`config.mk`:
```
export PLATFORM = sky130hd
export DESIGN_NAME = vector_heading_256
export DESIGN_NICKNAME = d
export VERILOG_FILES = /design/src/sv/vh256_pkg.sv /design/src/sv/vector_heading_256.sv /design/src/sv/vh256_front.sv /design/src/sv/vh256_div_cell.sv /design/src/sv/vh256_back.sv
export SDC_FILE = /design/constraint.sdc
export NUM_CORES = 1
export LEC_CHECK = 0
export ABC_AREA = 1
export BUFFER_PORTS_ARGS = -buffer_cell sky130_fd_sc_hd__buf_4
export CORE_MARGIN = 2
export CORE_UTILIZATION = 40
export DETAILED_ROUTE_END_ITERATION = 7
export HOLD_SLACK_MARGIN = 0.02
export SLEW_MARGIN = 5
export SYNTH_ARGS = -nofsm -noshare
export SYNTH_HDL_FRONTEND = slang
export SYNTH_SLANG_ARGS = --single-unit
```
`constraint.sdc`:
```
create_clock -name clk -period 20.3 [get_ports clk]
set_input_delay 0 -clock clk [delete_from_list [all_inputs] [get_ports clk]]
set_output_delay 0 -clock clk [all_outputs]
set_load 0.03 [all_outputs]
```
`src/sv/vh256_pkg.sv`:
```
`default_nettype none

package vh256_pkg;

	localparam int CoordW = 16;
	localparam int MagW = 15;
	localparam int QuoW = 14;
	localparam int DivSteps = QuoW;
	localparam int HeadW = 8;
	localparam int TabN = 32;
	localparam int IdxW = 7;

	localparam logic [16:0] HALVE_LIMIT = 17'd8000;
	localparam logic [QuoW-1:0] GRAD_SAT = 14'h3FFF;

	localparam logic [1:0] QUAD_POS_POS = 2'd0;
	localparam logic [1:0] QUAD_NEG_NEG = 2'd3;

	localparam logic [HeadW-1:0] QUAD_BASE [4] = '{8'h40, 8'h80, 8'h00, 8'hC0};
	localparam logic [IdxW-1:0] OCT_MIRROR = 7'd64;

	localparam logic [15:0] SLOPE_TAB [TabN] = '{
		16'h3FFF, 16'h28BC, 16'h145A, 16'h0D8E, 16'h0A27, 16'h081B, 16'h06BD, 16'h05C3,
		16'h0506, 16'h0474, 16'h03FE, 16'h039D, 16'h034B, 16'h0306, 16'h02CB, 16'h0297,
		16'h026A, 16'h0241, 16'h021D, 16'h01FC, 16'h01DE, 16'h01C3, 16'h01AB, 16'h0194,
		16'h017F, 16'h016B, 16'h0159, 16'h0148, 16'h0137, 16'h0128, 16'h011A, 16'h010C
	};

	typedef struct packed {
		logic [1:0] quad;
		logic       ge;
		logic       ovf;
	} side_t;

	typedef struct packed {
		logic [MagW-1:0] rem;
		logic [MagW-1:0] dvs;
		logic [QuoW-1:0] num;
		logic [QuoW-1:0] quo;
	} div_t;

endpackage

`default_nettype wire

```
`src/sv/vector_heading_256.sv`:
```
// Channel   Role    Handshake             Payload
// pt        input   pt_valid / pt_ready   from_x, from_y, to_x, to_y (16 bits each)
// hd        output  hd_valid / hd_ready   heading (8 bits)
//
// One transaction per cycle while hd is not stalled; the path from the pt
// transaction to heading valid has two front stages, 14 divider cells and one
// table stage. The divider chain, one quotient bit per cell, sets the depth.
// Reset clears only the valid bits of every stage; payload is not reset.
// A stalled hd output freezes the whole chain, so pt_ready drops with it.
`default_nettype none

module vector_heading_256
	import vh256_pkg::*;
(
	input  wire logic              clk,
	input  wire logic              arst_n,
	input  wire logic              pt_valid,
	output logic                   pt_ready,
	input  wire logic [CoordW-1:0] from_x,
	input  wire logic [CoordW-1:0] from_y,
	input  wire logic [CoordW-1:0] to_x,
	input  wire logic [CoordW-1:0] to_y,
	output logic                   hd_valid,
	input  wire logic              hd_ready,
	output logic [HeadW-1:0]       heading
);

	// Advance the whole chain whenever the output register is empty or being
	// drained; hold every stage otherwise.
	logic  adv;

	// Chain taps: index 0 is the front output, index DivSteps the last cell.
	logic  cell_v    [DivSteps+1];
	side_t cell_side [DivSteps+1];
	div_t  cell_data [DivSteps+1];

	assign adv = !hd_valid || hd_ready;
	assign pt_ready = adv;

	// Difference, magnitude, halving, quadrant and operand ordering.
	vh256_front u_front (
		.clk      (clk),
		.arst_n   (arst_n),
		.adv      (adv),
		.in_v     (pt_valid),
		.from_x   (from_x),
		.from_y   (from_y),
		.to_x     (to_x),
		.to_y     (to_y),
		.out_v    (cell_v[0]),
		.out_side (cell_side[0]),
		.out_data (cell_data[0])
	);

	// Row of restoring-division cells: each resolves one quotient bit of
	// (larger << 8) / smaller and hands remainder and operands to the next.
	for (genvar k = 0; k < DivSteps; k++) begin : g_cell
		vh256_div_cell u_cell (
			.clk      (clk),
			.arst_n   (arst_n),
			.adv      (adv),
			.in_v     (cell_v[k]),
			.in_side  (cell_side[k]),
			.in_data  (cell_data[k]),
			.out_v    (cell_v[k+1]),
			.out_side (cell_side[k+1]),
			.out_data (cell_data[k+1])
		);
	end

	// Gradient table search, octant mirror, quadrant offset; output register.
	vh256_back u_back (
		.clk      (clk),
		.arst_n   (arst_n),
		.adv      (adv),
		.in_v     (cell_v[DivSteps]),
		.in_side  (cell_side[DivSteps]),
		.in_quo   (cell_data[DivSteps].quo),
		.out_v    (hd_valid),
		.out_head (heading)
	);

	// The last cell keeps a proper remainder whenever the quotient is used.
	a_rem_below_dvs: assert property (@(posedge clk) disable iff (!arst_n)
		cell_v[DivSteps] && !cell_side[DivSteps].ovf |->
		cell_data[DivSteps].rem < cell_data[DivSteps].dvs)
		else $error("divider remainder not below divisor");

	// A stall freezes the occupancy of the divider row.
	a_stall_holds_row: assert property (@(posedge clk) disable iff (!arst_n)
		!adv |=> $stable(cell_v[DivSteps]) && $stable(cell_v[0]))
		else $error("divider row moved during stall");

	// A quotient overflow arises only when the divisor is below 2^9.
	a_ovf_small_dvs: assert property (@(posedge clk) disable iff (!arst_n)
		cell_v[0] && cell_side[0].ovf |-> cell_data[0].dvs[MagW-1:9] == '0)
		else $error("overflow flagged with large divisor");

endmodule

`default_nettype wire

```
`src/sv/vh256_front.sv`:
```
`default_nettype none

module vh256_front
	import vh256_pkg::*;
(
	input  wire logic              clk,
	input  wire logic              arst_n,
	input  wire logic              adv,
	input  wire logic              in_v,
	input  wire logic [CoordW-1:0] from_x,
	input  wire logic [CoordW-1:0] from_y,
	input  wire logic [CoordW-1:0] to_x,
	input  wire logic [CoordW-1:0] to_y,
	output logic                   out_v,
	output side_t                  out_side,
	output div_t                   out_data
);

	logic              v_s1;
	logic [CoordW-1:0] dx_s1;
	logic [CoordW-1:0] dy_s1;

	logic [CoordW-1:0] ax;
	logic [CoordW-1:0] ay;
	logic [16:0]       asum;
	logic              halve;
	logic [CoordW-1:0] hx;
	logic [CoordW-1:0] hy;
	logic [MagW-1:0]   mx;
	logic [MagW-1:0]   my;
	logic [MagW-1:0]   big;
	logic [MagW-1:0]   sml;
	logic              ge;
	logic              ovf;
	side_t             side_d;
	div_t              data_d;

	always_ff @(posedge clk or negedge arst_n) begin
		if (!arst_n) begin
			v_s1 <= 1'b0;
		end else if (adv) begin
			v_s1 <= in_v;
		end
	end

	// wrapped 16-bit differences, target minus start
	always_ff @(posedge clk) begin
		if (adv) begin
			dx_s1 <= to_x - from_x;
			dy_s1 <= to_y - from_y;
		end
	end

	always_comb begin
		ax = dx_s1[CoordW-1] ? (~dx_s1 + 16'd1) : dx_s1;
		ay = dy_s1[CoordW-1] ? (~dy_s1 + 16'd1) : dy_s1;
		asum = {1'b0, ax} + {1'b0, ay};
		halve = asum > HALVE_LIMIT;
		hx = halve ? (ax >> 1) : ax;
		hy = halve ? (ay >> 1) : ay;
		mx = hx[MagW-1:0];
		my = hy[MagW-1:0];
		ge = mx >= my;
		big = ge ? mx : my;
		sml = ge ? my : mx;
		// quotient would reach 2^14: covers a zero divisor as well
		ovf = {6'd0, big} >= {sml, 6'd0};
		side_d.quad[1] = dy_s1[CoordW-1] || (my == '0);
		side_d.quad[0] = dx_s1[CoordW-1] && (mx != '0);
		side_d.ge = ge;
		side_d.ovf = ovf;
		data_d.rem = {6'd0, big[MagW-1:6]};
		data_d.dvs = sml;
		data_d.num = {big[5:0], 8'd0};
		data_d.quo = '0;
	end

	always_ff @(posedge clk or negedge arst_n) begin
		if (!arst_n) begin
			out_v <= 1'b0;
		end else if (adv) begin
			out_v <= v_s1;
		end
	end

	always_ff @(posedge clk) begin
		if (adv) begin
			out_side <= side_d;
			out_data <= data_d;
		end
	end

endmodule

`default_nettype wire

```
`src/sv/vh256_div_cell.sv`:
```
`default_nettype none

module vh256_div_cell
	import vh256_pkg::*;
(
	input  wire logic  clk,
	input  wire logic  arst_n,
	input  wire logic  adv,
	input  wire logic  in_v,
	input  wire side_t in_side,
	input  wire div_t  in_data,
	output logic       out_v,
	output side_t      out_side,
	output div_t       out_data
);

	logic [MagW:0]   r2;
	logic [MagW+1:0] diff;
	logic            take;
	div_t            data_d;

	// one restoring step: bring down the next numerator bit, subtract if it fits
	always_comb begin
		r2 = {in_data.rem, in_data.num[QuoW-1]};
		diff = {1'b0, r2} - {2'b00, in_data.dvs};
		take = !diff[MagW+1];
		data_d.rem = take ? diff[MagW-1:0] : r2[MagW-1:0];
		data_d.dvs = in_data.dvs;
		data_d.num = {in_data.num[QuoW-2:0], 1'b0};
		data_d.quo = {in_data.quo[QuoW-2:0], take};
	end

	always_ff @(posedge clk or negedge arst_n) begin
		if (!arst_n) begin
			out_v <= 1'b0;
		end else if (adv) begin
			out_v <= in_v;
		end
	end

	always_ff @(posedge clk) begin
		if (adv) begin
			out_side <= in_side;
			out_data <= data_d;
		end
	end

endmodule

`default_nettype wire

```
`src/sv/vh256_back.sv`:
```
`default_nettype none

module vh256_back
	import vh256_pkg::*;
(
	input  wire logic             clk,
	input  wire logic             arst_n,
	input  wire logic             adv,
	input  wire logic             in_v,
	input  wire side_t            in_side,
	input  wire logic [QuoW-1:0]  in_quo,
	output logic                  out_v,
	output logic [HeadW-1:0]      out_head
);

	logic [QuoW-1:0]  grad;
	logic [IdxW-1:0]  idx;
	logic [IdxW-1:0]  oct;
	logic [HeadW-1:0] head_d;

	always_comb begin
		grad = in_side.ovf ? GRAD_SAT : in_quo;
		// first entry of the descending table at or below the gradient
		idx = IdxW'(TabN);
		for (int i = TabN - 1; i >= 0; i--) begin
			if (SLOPE_TAB[i] <= {2'b00, grad}) begin
				idx = IdxW'(i);
			end
		end
		oct = in_side.ge ? (OCT_MIRROR - idx) : idx;
		if (in_side.quad == QUAD_POS_POS || in_side.quad == QUAD_NEG_NEG) begin
			head_d = QUAD_BASE[in_side.quad] + HeadW'(OCT_MIRROR) - {1'b0, oct};
		end else begin
			head_d = QUAD_BASE[in_side.quad] + {1'b0, oct};
		end
	end

	always_ff @(posedge clk or negedge arst_n) begin
		if (!arst_n) begin
			out_v <= 1'b0;
		end else if (adv) begin
			out_v <= in_v;
		end
	end

	always_ff @(posedge clk) begin
		if (adv) begin
			out_head <= head_d;
		end
	end

endmodule

`default_nettype wire
```
After elaboration in Yosys (flattened, before gate mapping)
Cells that the tools add are included.
{"block": "word_totals", "regBits": 657, "output_inout_bits": 10, "word_cells": 263}
{"block": "classes", "addsub": 23, "magnitude_cmp": 36, "eq_ne": 1, "muxes": 57, "n_bitwise": 3, "n_reduce_logical": 22}
{"cell": "$mux 15", "count": 16}
{"cell": "$mux 7", "count": 32}
{"cell": "$sub 16x15->17", "count": 13}
{"cell": "$le 9x14->1 const A", "count": 13}
{"cell": "$le 10x14->1 const A", "count": 9}
{"cell": "$le 11x14->1 const A", "count": 4}
{"cell": "$le 12x14->1 const A", "count": 3}
{"cell": "$add 16x1->16 const B", "count": 2}
{"cell": "$mux 16", "count": 2}
{"cell": "$not 16->16", "count": 2}
{"cell": "$sub 16x16->16", "count": 2}
{"cell": "$le 14x14->1 const A", "count": 2}
{"cell": "$mux 8", "count": 3}
{"cell": "$ge 15x21->1", "count": 1}
{"cell": "$add 16x16->17", "count": 1}
{"cell": "$gt 17x13->1 const B", "count": 1}
{"cell": "$bmux 8 s2", "count": 1}
{"cell": "$sub 10x15->16", "count": 1}
{"cell": "$ge 15x15->1", "count": 1}
{"cell": "$logic_not 1->1", "count": 15}
{"cell": "$logic_not 15->1", "count": 1}
{"cell": "$reduce_bool 15->1", "count": 1}
{"cell": "$le 13x14->1 const A", "count": 1}
{"cell": "$mux 14", "count": 1}
{"cell": "other kinds (12)", "count": 14}

Depth between registers and ports, before layout
{"block": "depth", "ltp_word": 38, "ltp_mapped": 49, "mapped_depth_nobuf": 47}

Modules after synthesis
A second synthesis with hierarchy kept.
{"block": "hier_totals", "cells_unflattened": 5586, "hier_area_um2": 52107.5}
{"module": "vh256_div_cell", "instances": 14, "cells_per_inst": 302, "area_per_inst_um2": 3075.4, "seq_area_each_um2": 1856.8}
{"module": "vh256_front", "instances": 1, "cells_per_inst": 982, "area_per_inst_um2": 7049.3, "seq_area_each_um2": 2031.9}
{"module": "vh256_back", "instances": 1, "cells_per_inst": 374, "area_per_inst_um2": 1994.4, "seq_area_each_um2": 265.3}
{"module": "vector_heading_256", "instances": 1, "cells_per_inst": 2, "area_per_inst_um2": 7.5, "seq_area_each_um2": 0.0}

Least setup slack after synthesis
No wires, ideal clock.
{"block": "synth_timing", "path_kind": "register to register", "startpoint": "register u_back.out_v", "endpoint": "register g_cell[0].u_cell.out_v", "setup_time_ns": 0.164, "t_arrival_ns": 20.633, "required_time_ns": 20.136, "slack_ns": -0.497, "stages_incl_launch_ff": 4, "n_path_buf": 1, "cell_sequence": "dfrtp_1 > nand2_1 > clkbuf_1 > mux2_2"}
{"block": "synth_between", "elab_chain_cells": 2}
{"element": "from (decl)", "line_no": "vh256_back.sv:12", "text": "output logic out_v,"}
{"element": "from (signal assigned)", "line_no": "vh256_back.sv:42", "text": "out_v <= in_v;"}
{"element": "$logic_not 1->1", "line_no": "vector_heading_256.sv:37", "text": "assign adv = !hd_valid || hd_ready;"}
{"element": "$logic_or 1x1->1", "line_no": "vector_heading_256.sv:37"}
{"element": "named net pt_ready", "line_no": "vector_heading_256.sv:18", "text": "output logic pt_ready,"}
{"element": "to (signal assigned)", "line_no": "vh256_div_cell.sv:37", "text": "out_v <= in_v;"}
{"element": "to (decl)", "line_no": "vh256_div_cell.sv:12", "text": "output logic out_v,"}
The timed path passes the listed nets, and every way through them passes these cells.
A chain may end at the register's enable or synchronous reset.

Worst setup path in the final report
{"block": "layout_timing", "startpoint": "register u_front.dx_s1[15]", "endpoint": "register u_front.out_side[0] in the netlist's numbering (data pin)"}
{"block": "layout_between", "elab_chain_cells": 9, "word_cells_on_any_way": 11}
{"element": "from (decl)", "line_no": "vh256_front.sv:20", "text": "logic [CoordW-1:0] dx_s1;"}
{"element": "from (signal assigned)", "line_no": "vh256_front.sv:49", "text": "dx_s1 <= to_x - from_x;"}
{"element": "$not 16->16", "line_no": "vh256_front.sv:55", "text": "ax = dx_s1[CoordW-1] ? (~dx_s1 + 16'd1) : dx_s1;"}
{"element": "$add 16x1->16", "line_no": "vh256_front.sv:55"}
{"element": "$mux 16 (*)", "line_no": "vh256_front.sv:55"}
{"element": "$add 16x16->17", "line_no": "vh256_front.sv:57", "text": "asum = {1'b0, ax} + {1'b0, ay};"}
{"element": "$gt 17x13->1", "line_no": "vh256_front.sv:58", "text": "halve = asum > HALVE_LIMIT;"}
{"element": "$mux 15 (on tied branches)", "line_no": "vh256_front.sv:59, vh256_front.sv:60"}
{"element": "$ge 15x15->1", "line_no": "vh256_front.sv:63", "text": "ge = mx >= my;"}
{"element": "$mux 15 (*)", "line_no": "vh256_front.sv:65", "text": "sml = ge ? my : mx;"}
{"element": "named net u_front.sml[2]", "line_no": "vh256_front.sv:32", "text": "logic [MagW-1:0] sml;"}
{"element": "$ge 15x21->1 (*)", "line_no": "vh256_front.sv:67", "text": "ovf = {6'd0, big} >= {sml, 6'd0};"}
{"element": "named net u_front.ovf", "line_no": "vh256_front.sv:34", "text": "logic ovf;"}
{"element": "to (signal assigned)", "line_no": "vh256_front.sv:88", "text": "out_side <= side_d;"}
{"element": "to (decl)", "line_no": "vh256_front.sv:15", "text": "output side_t out_side,"}
Mark *: on every way through the listed nets, which the timed path passes. The rest lies on a longest branch.

==> flow_summary.json <==
{
  "tightest_slew_ns": 1.02,
  "cts.sinks": 657,
  "synth_ff_type": "edfxtp_1",
  "cts_tree": "yes",
  "synth.area.top_cells": "edfxtp_1 (54%), ha_1 (9.6%), inv_1 (6.2%), nand2_1 (4.6%), a21oi_1 (4.2%)",
  "r2r-end": "u_front.out_side[0]",
  "synth_most_common_cell": "edfxtp_1",
  "num_vias": 22934,
  "max_freq_ghz": 0.109,
  "yosys.area.top_type": "edfxtp_1",
  "hold_violations": 0,
  "syn_area_per_cell_um2": 10.5,
  "ys_types": 58,
  "drive_gt1_share_pct": 7.24,
  "synth-edff-count": 640,
  "end_kind": "register",
  "avgViaCountPerCell": 4.77,
  "synth_seq_area_share_pct": 55.4,
  "fin_skew_ns": 0.0236,
  "die-height_um": 302,
  "worst-path-buf-inv": 5,
  "initial_core_util_pct": 40.2,
  "routed_wirelength_um": 63200,
  "ys_seq_elements": 657,
  "slew_viol_final": 0,
  "antenna_found_initial": 0,
  "dr.pass1.iters": 5,
  "synth_cells": 3391,
  "cp.depth": 41,
  "ant_nets": 0,
  "crit_arrival_ns": 9.56,
  "rsz0062_at_grt": "no",
  "cp_max_fo": 46,
  "clkLatencyLatePin_ns": 0.62,
  "finalSetupViolations": 0,
  "reg2reg_setup_slack_ns": 11.11,
  "die_width_um": 302,
  "synth-async-reset-ratio_pct": 2.59,
  "grt_pass1_vias": 23462,
  "die_area_um2": 91000,
  "critPathLaunchType": "register",
  "path_delay_family": "compound AO/OA/AOI/OAI gates",
  "tns_ns": 0,
  "max_stage_delay_ns": 0.74,
  "num_rows": 109,
  "area_growth_pct": 14.4,
  "io_buffers": 77,
  "grt.total_usage_pct": 14.3,
  "cts_buffers": 75,
  "io_pins": 78,
  "cp.required_ns": 20.67,
  "yosysWarnings": 0,
  "r2r_cells": 41,
  "cp-endpoint": "u_front.out_side[0]",
  "clockBufferDepth": 3,
  "hp-class": "in2reg",
  "worst_path_max_delay_cell": "and3_1",
  "setup.worst_path.start": "u_front.dx_s1[15]",
  "gp_congestion": 0.885,
  "grt_max_degree": 160,
  "cts.clk_slew.worst_paths_ns": 0.06,
  "period_share_pct": 45.3,
  "min_period_ns": 9.19,
  "criticalPathCategory": "reg2reg",
  "fillers": 8146,
  "cp_common_cell": "a21oi_1",
  "final_nets": 3946,
  "yosys.area.top_type_share_pct": 54.2,
  "status": "finished clean",
  "clock-root-buffer": "clkbuf_16",
  "n_antenna_cell": 0,
  "slew_headroom_pct": 31.6,
  "htreeDepth": 3,
  "wl_per_cell_um": 13.1,
  "utilization_pct": 46.0,
  "syn_area_um2": 35500,
  "synthTopCellsByCount": "edfxtp_1 (640), inv_1 (590), nand2_1 (438)",
  "dp_hpwl_um": 45900,
  "drc": 0,
  "cap_violations": 0,
  "initialDrtViolationCount": 936,
  "timing.rr.start": "u_front.dx_s1[15]",
  "core_um2": 88100,
  "cts_resized": 0,
  "grt_pass1_wl_um": 107000,
  "grt-ovfl-total": 0
}
==> cell usage in the layout, fill, tap and decap left out, drive strengths merged, types with 10 or more instances in the layout <==
cell type	count
o21ai	250
dlygate4sd3	82
nand3	40
buf	86
or2	14
xnor2	72
fa	16
ha	272
clkinv	36
nand2	450
nand4	19
edfxtp	640
mux2	14
inv	610
and2	29
clkbuf	93
a21oi	299
a31oi	17
nor2	267
o31ai	10
dfrtp	17
nor4	17
o21bai	45
nor3	35
xor2	150
nand3b	23
==> kinds of logic (layout without fill, tap and decap cells) <==
| kind of cell | after synthesis | count (layout) | synth area share, % |
|---|---|---|---|
| adders and majority gates | 288 | 288 | 10.5 |
| DFF | 657 | 657 | 55.4 |
| and+or+nand+nor | 897 | 897 | 11.1 |
| buffers and inverters | 657 | 912 | 7.03 |
| xor gates and xnor gates | 222 | 222 | 5.48 |
| AOI/OAI and AO/OA | 655 | 655 | 10.0 |
| other | 1 | 2 | 0.0106 |
| muxes | 14 | 14 | 0.445 |
==> area by class of cell <==
| type | instances | area, um^2 | share of cell area, % |
|---|---|---|---|
| Tap cell | 1165 | 1460 | 3.59 |
| Multi-Input combinational cell | 2078 | 13300 | 32.9 |
| Sequential cell | 657 | 19600 | 48.4 |
| Inverter | 610 | 2290 | 5.66 |
| Clock inverter | 41 | 412 | 1.01 |
| Timing Repair Buffer | 168 | 1480 | 3.65 |
| Clock buffer | 93 | 1940 | 4.79 |
==> flip-flops by register name, summed over array words and instances (netlist names) <==
| signal | cells |
|---|---|
| u_front.v_s1 | 1 |
| u_back.out_head | 8 |
| g_cell.u_cell.out_v | 14 |
| u_front.out_v | 1 |
| u_front.dy_s1 | 16 |
| u_front.dx_s1 | 16 |
| g_cell.u_cell.out_side | 56 |
| g_cell.u_cell.out_data | 510 |
| u_front.out_data | 30 |
| u_front.out_side | 4 |
| u_back.out_v | 1 |
==> per-layer routing <==
layer  global-route usage [%]  vias up  share of wire, %
met5                        0        -                 0
met4                     5.75        0               3.3
met3                     2.37      132               3.1
met2                     28.2      290                55
met1                     14.9    10619                39
li1                         -    11893                 -
==> worst min-delay path by stage <==
| stage | startpoint | end | slack (ns) | cells after the start |
|---|---|---|---|---|
| after floorplan | arst_n | g_cell[0].u_cell.out_v | -0.30 | 0 |
| after global placement | arst_n | u_front.v_s1 | -0.13 | 1 |
| after detailed placement | arst_n | u_front.v_s1 | -0.12 | 1 |
| after CTS | to_y[5] | u_front.dy_s1[6] | 0.02 | 4 |
| after global routing | to_y[5] | u_front.dy_s1[6] | 0.04 | 4 |
| final | from_y[6] | u_front.dy_s1[6] | 0.05 | 4 |
==> what timing repair did <==
action,in CTS,in global routing
hold buffers,81,1
setup buffers,0,0
endpoints found under the hold margin,47,1
endpoints found under the setup margin,0,0
==> worst reg2reg max path, delay by kind of cell, from the launching register on <==
kind            cells  cell delay, ns
simple gates       11            2.37
flops               1            0.55
xor+xnor            2            0.35
buf+inv             5            1.30
fa+ha+maj           3            0.95
compound gates     20            3.42
==> metrics by stage <==
stage                     instances  hold slack (ns)  area, um^2  worst slack, ns
after CTS                      4811           0.0210       40600            11.08
after detailed placement       4596           -0.124       37400            11.10
after floorplan                3392           -0.296       35500            10.16
after global placement         4596           -0.126       37400            11.29
final                          4812           0.0523       40600            11.11
after global routing           4812           0.0412       40600            10.02
Power is not shown: default switching activity piles up to over one toggle a cycle in this logic, so the estimate is an artifact.
